**config.mk**
```make
export PLATFORM = sky130hd
export DESIGN_NAME = camera_pixel_to_rgb888_top
export DESIGN_NICKNAME = d
export VERILOG_FILES = /design/src/sv/cpr_pkg.sv /design/src/sv/camera_pixel_to_rgb888_top.sv
export SDC_FILE = /design/constraint.sdc
export NUM_CORES = 1
export LEC_CHECK = 0
export BUFFER_PORTS_ARGS = -buffer_cell sky130_fd_sc_hd__buf_2
export CORE_AREA = 8 8 143 158
export DETAILED_ROUTE_END_ITERATION = 6
export DIE_AREA = 0 0 151 166
export GPL_ROUTABILITY_DRIVEN = 0
export PLACE_DENSITY = 0.87
export SETUP_SLACK_MARGIN = 0.5
export SYNTH_ARGS = -nofsm -noshare
export SYNTH_HDL_FRONTEND = slang
export SYNTH_SLANG_ARGS = --single-unit
```
**constraint.sdc**
```tcl
create_clock -name clock -period 11.46 [get_ports clock]
set_input_delay 1.146 -clock clock [delete_from_list [all_inputs] [get_ports clock]]
set_output_delay 1.146 -clock clock [all_outputs]
set_load 0.005 [all_outputs]
```
**src/sv/cpr_pkg.sv**
```systemverilog
// Package for the camera pixel to RGB888 converter.
// Holds register indexes, format codes, reset values, coefficients and shared types.
// No dependencies.
package cpr_pkg;

   // Configuration register indexes
   localparam logic [1:0] CsrFormatMode  = 2'd0;
   localparam logic [1:0] CsrFrameWidth  = 2'd1;
   localparam logic [1:0] CsrFrameHeight = 2'd2;
   localparam int         CsrIndexWidth  = 2;
   localparam int         CsrDataWidth   = 13;

   // Input format codes
   localparam logic FormatRgb565 = 1'b0;
   localparam logic FormatYuyv   = 1'b1;

   // Register reset values
   localparam logic        ResetFormatMode  = FormatYuyv;
   localparam logic [12:0] ResetFrameWidth  = 13'd640;
   localparam logic [12:0] ResetFrameHeight = 13'd480;

   // Frame bounds
   localparam int          DefaultMaxWidth = 4096;
   localparam logic [12:0] MaxHeight       = 13'd4096;
   localparam int          RowWidth        = 12;

   // Fixed-point YUV coefficients (scaled by 256)
   localparam logic signed [9:0] CoefRV = 10'sd359;
   localparam logic signed [9:0] CoefGU = 10'sd88;
   localparam logic signed [9:0] CoefGV = 10'sd183;
   localparam logic signed [9:0] CoefBU = 10'sd454;

   // Per-word position flags
   typedef struct packed {
      logic second_valid;
      logic row_end;
      logic frame_end;
   } flag_type;

   typedef struct packed {
      logic [7:0] red;
      logic [7:0] green;
      logic [7:0] blue;
   } rgb_type;

endpackage

```
**src/sv/camera_pixel_to_rgb888_top.sv**
```systemverilog
// Top level of the camera pixel to RGB888 converter.
// Depends on cpr_pkg.
//
// Takes one word of four raw camera bytes (YUYV 4:2:2 or two little-endian RGB565 pixels)
// every clock while req_ready is high and returns one word with two RGB888 pixels plus
// row and frame markers. Throughput is one word per cycle while req_ready is high. A word
// presented while req_ready is high goes into the input register, then into the result
// register, and then shows with rsp_valid. req_ready drops only while both registers hold
// a word and rsp_ready is low. Column and row counters advance when a word is accepted.
// Configuration may only be written while no word is in flight.
module camera_pixel_to_rgb888_top #(
   parameter int MAX_WIDTH = cpr_pkg::DefaultMaxWidth
) (
   input  logic                             clock,
   input  logic                             reset,
   // configuration
   input  logic                             csr_write,
   input  logic [cpr_pkg::CsrIndexWidth-1:0] csr_index,
   input  logic [cpr_pkg::CsrDataWidth-1:0]  csr_wdata,
   // input words
   input  logic                             req_valid,
   output logic                             req_ready,
   input  logic [7:0]                       req_byte0,
   input  logic [7:0]                       req_byte1,
   input  logic [7:0]                       req_byte2,
   input  logic [7:0]                       req_byte3,
   // result words
   output logic                             rsp_valid,
   input  logic                             rsp_ready,
   output logic [7:0]                       rsp_red0,
   output logic [7:0]                       rsp_green0,
   output logic [7:0]                       rsp_blue0,
   output logic [7:0]                       rsp_red1,
   output logic [7:0]                       rsp_green1,
   output logic [7:0]                       rsp_blue1,
   output logic                             rsp_second_valid,
   output logic                             rsp_row_end,
   output logic                             rsp_frame_end
);

   localparam int PairMax  = (MAX_WIDTH + 1) / 2;
   localparam int ColWidth = (PairMax > 1) ? $clog2(PairMax) : 1;
   localparam int RowWidth = cpr_pkg::RowWidth;

   // ---------------------------------------------------------------- functions
   function automatic logic [7:0] clamp8(input logic signed [10:0] x);
      logic [7:0] res;
      if (x < 11'sd0) begin
         res = 8'd0;
      end else if (x > 11'sd255) begin
         res = 8'd255;
      end else begin
         res = x[7:0];
      end
      return res;
   endfunction

   function automatic cpr_pkg::rgb_type yuv_pixel(input logic [7:0] y,
                                                 input logic signed [7:0] u,
                                                 input logic signed [7:0] v);
      logic signed [17:0] pr, pg, pb;
      logic signed [10:0] sy, r, g, b;
      cpr_pkg::rgb_type   res;
      pr = 18'(v) * 18'(cpr_pkg::CoefRV);
      pg = 18'(u) * 18'(cpr_pkg::CoefGU) + 18'(v) * 18'(cpr_pkg::CoefGV);
      pb = 18'(u) * 18'(cpr_pkg::CoefBU);
      sy = signed'({3'b000, y});
      // arithmetic shift gives floor division by 256
      r  = sy + 11'(pr >>> 8);
      g  = sy - 11'(pg >>> 8);
      b  = sy + 11'(pb >>> 8);
      res.red   = clamp8(r);
      res.green = clamp8(g);
      res.blue  = clamp8(b);
      return res;
   endfunction

   function automatic cpr_pkg::rgb_type rgb565_pixel(input logic [15:0] p);
      cpr_pkg::rgb_type res;
      res.red   = {p[15:11], p[15:13]};
      res.green = {p[10:5],  p[10:9]};
      res.blue  = {p[4:0],   p[4:2]};
      return res;
   endfunction

   // ---------------------------------------------------------------- config registers
   logic        format_mode_ff;
   logic [12:0] frame_width_ff;
   logic [12:0] frame_height_ff;

   always_ff @(posedge clock) begin
      if (reset) begin
         format_mode_ff  <= cpr_pkg::ResetFormatMode;
         frame_width_ff  <= cpr_pkg::ResetFrameWidth;
         frame_height_ff <= cpr_pkg::ResetFrameHeight;
      end else if (csr_write) begin
         unique case (csr_index)
            cpr_pkg::CsrFormatMode:  format_mode_ff  <= csr_wdata[0];
            cpr_pkg::CsrFrameWidth:  frame_width_ff  <= csr_wdata;
            cpr_pkg::CsrFrameHeight: frame_height_ff <= csr_wdata;
            default: ;
         endcase
      end
   end

   // ---------------------------------------------------------------- handshake
   logic s1_valid_ff;
   logic rsp_valid_ff;
   logic s2_ready;
   logic req_fire;

   assign s2_ready  = !rsp_valid_ff || rsp_ready;
   assign req_ready = !s1_valid_ff || s2_ready;
   assign req_fire  = req_valid && req_ready;

   // ---------------------------------------------------------------- position counters
   logic [13:0]          width_eff;
   logic [13:0]          pairs;
   logic [12:0]          height_eff;
   logic [ColWidth-1:0]  col_ff, col_in;
   logic [RowWidth-1:0]  row_ff, row_in;
   cpr_pkg::flag_type    flags;

   always_comb begin
      // clamp the width to 1..MAX_WIDTH and the height to 1..MaxHeight
      if (frame_width_ff == 13'd0) begin
         width_eff = 14'd1;
      end else if ({1'b0, frame_width_ff} > 14'(MAX_WIDTH)) begin
         width_eff = 14'(MAX_WIDTH);
      end else begin
         width_eff = {1'b0, frame_width_ff};
      end
      if (frame_height_ff == 13'd0) begin
         height_eff = 13'd1;
      end else if (frame_height_ff > cpr_pkg::MaxHeight) begin
         height_eff = cpr_pkg::MaxHeight;
      end else begin
         height_eff = frame_height_ff;
      end
      pairs = (width_eff + 14'd1) >> 1;

      flags.row_end      = (14'(col_ff) + 14'd1) >= pairs;
      flags.frame_end    = flags.row_end && ((13'(row_ff) + 13'd1) >= height_eff);
      flags.second_valid = !(flags.row_end && width_eff[0]);

      if (flags.row_end) begin
         col_in = '0;
         row_in = flags.frame_end ? '0 : row_ff + RowWidth'(1);
      end else begin
         col_in = col_ff + ColWidth'(1);
         row_in = row_ff;
      end
   end

   always_ff @(posedge clock) begin
      if (reset) begin
         col_ff <= '0;
         row_ff <= '0;
      end else if (req_fire) begin
         col_ff <= col_in;
         row_ff <= row_in;
      end
   end

   // ---------------------------------------------------------------- input register
   logic [7:0]        s1_byte0_ff, s1_byte1_ff, s1_byte2_ff, s1_byte3_ff;
   cpr_pkg::flag_type s1_flags_ff;

   always_ff @(posedge clock) begin
      if (reset) begin
         s1_valid_ff <= 1'b0;
      end else if (req_ready) begin
         s1_valid_ff <= req_valid;
      end
   end

   always_ff @(posedge clock) begin
      if (req_fire) begin
         s1_byte0_ff <= req_byte0;
         s1_byte1_ff <= req_byte1;
         s1_byte2_ff <= req_byte2;
         s1_byte3_ff <= req_byte3;
         s1_flags_ff <= flags;
      end
   end

   // ---------------------------------------------------------------- conversion
   cpr_pkg::rgb_type pix0, pix1;
   logic signed [7:0] chroma_u, chroma_v;

   always_comb begin
      // offset by -128 is a flip of the top bit
      chroma_u = signed'({~s1_byte1_ff[7], s1_byte1_ff[6:0]});
      chroma_v = signed'({~s1_byte3_ff[7], s1_byte3_ff[6:0]});
      if (format_mode_ff == cpr_pkg::FormatYuyv) begin
         pix0 = yuv_pixel(s1_byte0_ff, chroma_u, chroma_v);
         pix1 = yuv_pixel(s1_byte2_ff, chroma_u, chroma_v);
      end else begin
         pix0 = rgb565_pixel({s1_byte1_ff, s1_byte0_ff});
         pix1 = rgb565_pixel({s1_byte3_ff, s1_byte2_ff});
      end
      // pixel past the end of an odd row reads as black
      if (!s1_flags_ff.second_valid) begin
         pix1 = '0;
      end
   end

   // ---------------------------------------------------------------- result register
   cpr_pkg::rgb_type  rsp_pix0_ff, rsp_pix1_ff;
   cpr_pkg::flag_type rsp_flags_ff;

   always_ff @(posedge clock) begin
      if (reset) begin
         rsp_valid_ff <= 1'b0;
      end else if (s2_ready) begin
         rsp_valid_ff <= s1_valid_ff;
      end
   end

   always_ff @(posedge clock) begin
      if (s2_ready && s1_valid_ff) begin
         rsp_pix0_ff  <= pix0;
         rsp_pix1_ff  <= pix1;
         rsp_flags_ff <= s1_flags_ff;
      end
   end

   assign rsp_valid        = rsp_valid_ff;
   assign rsp_red0         = rsp_pix0_ff.red;
   assign rsp_green0       = rsp_pix0_ff.green;
   assign rsp_blue0        = rsp_pix0_ff.blue;
   assign rsp_red1         = rsp_pix1_ff.red;
   assign rsp_green1       = rsp_pix1_ff.green;
   assign rsp_blue1        = rsp_pix1_ff.blue;
   assign rsp_second_valid = rsp_flags_ff.second_valid;
   assign rsp_row_end      = rsp_flags_ff.row_end;
   assign rsp_frame_end    = rsp_flags_ff.frame_end;

endmodule

```
* Yosys cells after proc, flatten, opt, wreduce, memory -nomap -nowiden
Index checks and enable logic that the tools add are counted.
** Operators by class
- Add/subtract/negate cells :: 12
- Multiply operators :: 4
- Div/mod/pow operators :: 0
- Magnitude comparators :: 16
- Equality and inequality tests :: 2
- Shift-type cells :: 0
- Muxes and demuxes :: 20
- Bitwise operators :: 2
- Reduce and logical (&&, ||, !) cells :: 16
** Operator list (count)
- 8-bit 2-to-1 mux :: 12
- 11-bit by 9-bit > comparator with 1-bit output (second input constant) :: 6
- 11-bit by 1-bit less-than comparator with 1-bit output (second input constant) :: 6
- 13-bit 2-to-1 mux :: 4
- 24-bit 2-to-1 mux :: 2
- 9-bit by 10-bit adder with 11-bit output :: 4
- 8-bit by 9-bit multiplier with 17-bit output (second input constant) :: 2
- 13-bit > comparator (second input constant) :: 2
- 13-bit zero test :: 2
- 9-bit by 10-bit subtractor with 11-bit output :: 2
- 16-bit by 17-bit adder with 18-bit output :: 1
- 8-bit by 10-bit multiplier with 18-bit output (second input constant) :: 1
- 14-bit by 1-bit adder with 14-bit output (second input constant) :: 1
- 12-bit by 1-bit adder with 13-bit output (second input constant) :: 1
- 12-bit by 13-bit >= comparator with 1-bit output :: 1
- 13-bit >= comparator :: 1
- 8-bit by 5-bit multiplier with 13-bit output (second input constant) :: 1
- 11-bit by 1-bit adder with 12-bit output (second input constant) :: 1
- 12-bit by 1-bit adder with 12-bit output (second input constant) :: 1
- 12-bit 2-to-1 mux :: 1
- 11-bit by 1-bit adder with 11-bit output (second input constant) :: 1
- 11-bit 2-to-1 mux :: 1
- 2-bit AND reduction :: 4
- 1-bit logical AND :: 4
- other kinds (6) :: 10
** Storage, ports and cells
- Flip-flop bits (word level) :: 138
- Bits in latches :: 0
- Bits in writable memories :: 0
- Memory bits (read-only) :: 0
- Input bits :: 52
- Output and inout bits :: 53
- Logic and storage cells :: 95
- Memories kept :: 0

* Logic depth before layout (Yosys ltp)
- Depth after elaboration :: 8
- Depth in mapped cells :: 32
- Gate-level depth less buffers :: 32

* Worst setup path before layout
OpenSTA, ideal clock, no wires.
- Path kind :: reg-to-reg
- Start point :: register s1_byte1_ff[1]
- End point :: register rsp_pix0_ff (netlist bit rsp_green0[2]), data pin
- Setup time :: 0.275 ns
- Data arrival time :: 7.370 ns
- Required time :: 11.185 ns
- Setup slack :: 3.815 ns
- Stages on the path, launching flop included :: 32
- Path buffers :: 0
- Period minus slack after synthesis :: 7.645 ns
- Path through :: edfxtp_1 > ha_1 > fa_1 > ha_1 > a21oi_1 > xnor2_1 > ha_1 > inv_1 > fa_1 > fa_1 > inv_1 > fa_1 > ha_1 > ha_1 > nand2_1 > nor3_2 > or3_1 > a21oi_1 > nor2b_1 > nor2_1 > nor2b_1 > o31ai_1 > ha_1 > inv_1 > o21bai_1 > nor2_1 > a2111oi_0 > or4_4 > o21ai_0 > a21o_1 > or2_4 > o221ai_1
** RTL lines
- start: declaration :: RTL line camera_pixel_to_rgb888_top.sv:166 : logic [7:0] s1_byte0_ff, s1_byte1_ff, s1_byte2_ff, s1_byte3_ff;
- start signal: assignment :: RTL line camera_pixel_to_rgb888_top.sv:180 : s1_byte1_ff <= req_byte1;
- end signal: assignment :: RTL line camera_pixel_to_rgb888_top.sv:222 : rsp_pix0_ff <= pix0;
- end: declaration :: RTL line camera_pixel_to_rgb888_top.sv:209 : cpr_pkg::rgb_type rsp_pix0_ff, rsp_pix1_ff;

==> results.cfg <==
[status]
outcome = finished with violations
violations = design-rule violations

[grt]
antenna_found_initial = 1
grt_overflow_total = 0
grt_max_degree = 52
grt_usage = 0.269
grt_pass1_vias = 11300
grt_pass1_wl_um = 53700

[sta]
maxClockFrequency_mhz = 118
finalHoldViolCount = 0
setup_tns_ps = 0
finalCritPeriodShare = 0.740
max_slew.worst_pin.slew_ps = 1190
skew_ps = 8.69
rsz0062_at_grt = no
slew-limit-headroom = 0.197
finalSetupViolations = 0
maxSlewViolCount = 0
min_period_ps = 8480

[yosys]
synth-simple-area-share = 0.142
yosys_warnings = 0
synth_adder_area_share = 0.308
ys.flop_type = edfxtp_1
synthXorXnorAreaFrac = 0.0635
synthMuxAreaShare = 0.000859
synth_cell_types = 78
synth_area_mm2 = 0.0131
synth_compound_area_frac = 0.155
yosysSeqAreaShare = 0.277
ys_ff_latch = 138
synth_top_family_by_area = adder cells
synth_area_per_cell_um2 = 9.33
async_reset_ff_frac = 0
synth_edf_count = 86
synthCells = 1404
syn_nets = 1736

[detailed_routing]
vias = 11000
top_layer = met5
vias_per_cell = 6.19
drc_errors = 2
wl_met1_um = 11900
drt_first_pass_iters = 7
wl_met2_um = 16800
drt-wirelength-per-cell_um = 18.7
met3_length_um = 2340
antenna_left = 0
drt-initial-drc-count = 640
routed_wl_um = 33300

[floorplanning]
dieArea_mm2 = 0.0251
num_io_pins = 105
row_count = 55
die_h_um = 166
start_util = 0.652
core_area_mm2 = 0.0201
die_x_um = 151

[cts]
cts.sinks = 138
clk_latency_ps = 440
cts_tree = built
cts.repair.resized = 0
post_cts_buffers = 0
clkTransAtPathRegs_ps = 70
cts_root_buffer = clkbuf_16
numCtsBuffers = 17
htree_levels = 4
clk_path_buf_depth = 2
cts_hold_buf = 0

[job]
max_cap_violations = 0

[setup_path]
rr_worst_depth = 31
crit_buf_inv = 3
critical_path.top_delay_family = adder cells
startpoint_type = flip-flop
endpoint_kind = flip-flop
worstPathArrival_ps = 8630
cpMaxStageDelayCell = or4_4
path_max_fanout = 8
path_common_cell = ha_1
worstPathRequired_ps = 11610
crit_cells = 31
criticalPathCategory = flip-flop to flip-flop
cp_slowest_stage_delay_ps = 570

[placed_design]
io_buffers = 104
dp_hpwl_um = 26000

[layout]
syn2layout_area_growth_pct = 10.8
nNetsFinal = 1843
drive_gt1_frac = 0.112

[worst_hold_path]
hold_path_class = flip-flop to flip-flop
min_path_cells = 0
through the flow:
step / cell area, um^2 / util / setup WS, ps / std cells / hold WS (ps)
final: 14500 / 0.722 / 2980 / 1781 / 423
after detailed placement: 13900 / 0.692 / 3110 / 1748 / 409
after global placement: 13900 / 0.692 / 3420 / 1748 / 406
after global routing: 14500 / 0.722 / 2540 / 1780 / 448
after floorplan: 13100 / - / 3820 / 1404 / 400
after CTS: 14500 / 0.722 / 3090 / 1780 / 430
flip-flops by register name, indices dropped and copies added, names as in the netlist, 3 cells and up:
name / count
rsp_green0: 8
s1_byte2_ff: 8
rsp_blue0: 8
col_ff: 11
s1_byte0_ff: 8
rsp_blue1: 8
frame_width_ff: 13
s1_byte3_ff: 8
rsp_green1: 8
s1_byte1_ff: 8
frame_height_ff: 13
row_ff: 12
rsp_red0: 8
s1_flags_ff: 3
rsp_red1: 8
cell type report:
class | instances | area, um^2
Multi-Input combinational cell | 1078 | 8780
Fill cell | 1390 | 5580
Sequential cell | 138 | 3620
Inverter | 166 | 623
Timing Repair Buffer | 110 | 566
Clock buffer | 17 | 425
Tap cell | 256 | 320
Clock inverter | 15 | 173
Antenna cell | 1 | 2.50
final timing paths:
path	startpoint	to	slack, ps
worst max register to register	s1_byte1_ff[1]	rsp_green0[5]	2980
worst max-delay path	s1_byte1_ff[1]	rsp_green0[5]	2980
worst min-delay path	s1_flags_ff[0]	rsp_frame_end	420
worst min register to register	s1_flags_ff[0]	rsp_frame_end	420
kinds of logic after synthesis:
family,count (synthesis)
xor gates and xnor gates,95
buffers and inverters,188
AOI/OAI and AO/OA,310
DFF,138
adders and majority gates,285
muxes,1
and+or+nand+nor,387
placed cells by master (no fill, tap or decap), types with 9 or more instances in the layout:
| master | Yosys | layout |
|---|---|---|
| ha_1 | 217 | 217 |
| inv_1 | 165 | 165 |
| nand2_1 | 127 | 127 |
| buf_2 | 1 | 104 |
| a21oi_1 | 97 | 97 |
| nor2_1 | 94 | 94 |
| edfxtp_1 | 86 | 86 |
| xnor2_1 | 75 | 75 |
| fa_1 | 63 | 63 |
| o21ai_0 | 60 | 60 |
| dfxtp_1 | 52 | 52 |
| nand3_1 | 34 | 34 |
| nor2b_1 | 34 | 33 |
| a21o_1 | 22 | 22 |
| a31oi_1 | 20 | 20 |
| xor2_1 | 20 | 20 |
| clkbuf_16 | 0 | 17 |
| nor3_1 | 14 | 14 |
| and3_1 | 12 | 12 |
| o21a_1 | 11 | 11 |
| o21bai_1 | 10 | 10 |
| or3_1 | 9 | 9 |
| nand2b_1 | 9 | 9 |
| nand3b_1 | 9 | 9 |
| a32o_1 | 9 | 9 |
synthesized netlist by cell type, types with 14 or more instances:
library cell / count / area share
nand2_1: 127 / 0.036
nor2_1: 94 / 0.027
a21o_1: 22 / 0.013
clkbuf_1: 20 / 0.0057
inv_1: 165 / 0.047
nor2b_1: 34 / 0.016
nor3_1: 14 / 0.0053
nand3_1: 34 / 0.013
xnor2_1: 75 / 0.050
a21oi_1: 97 / 0.037
dfxtp_1: 52 / 0.079
xor2_1: 20 / 0.013
ha_1: 217 / 0.21
edfxtp_1: 86 / 0.20
fa_1: 63 / 0.096
a31oi_1: 20 / 0.0095
o21ai_0: 60 / 0.023
per-layer routing:
metal / vias up / global-route usage
met3: 153 / 0.0567
met2: 466 / 0.470
met5: - / 0
li1: 5161 / -
met4: 2 / 0.184
met1: 5239 / 0.282
Power is left out: the tool's default activity adds up to more than one toggle a clock period on the data nets, which glitch-free logic cannot reach.
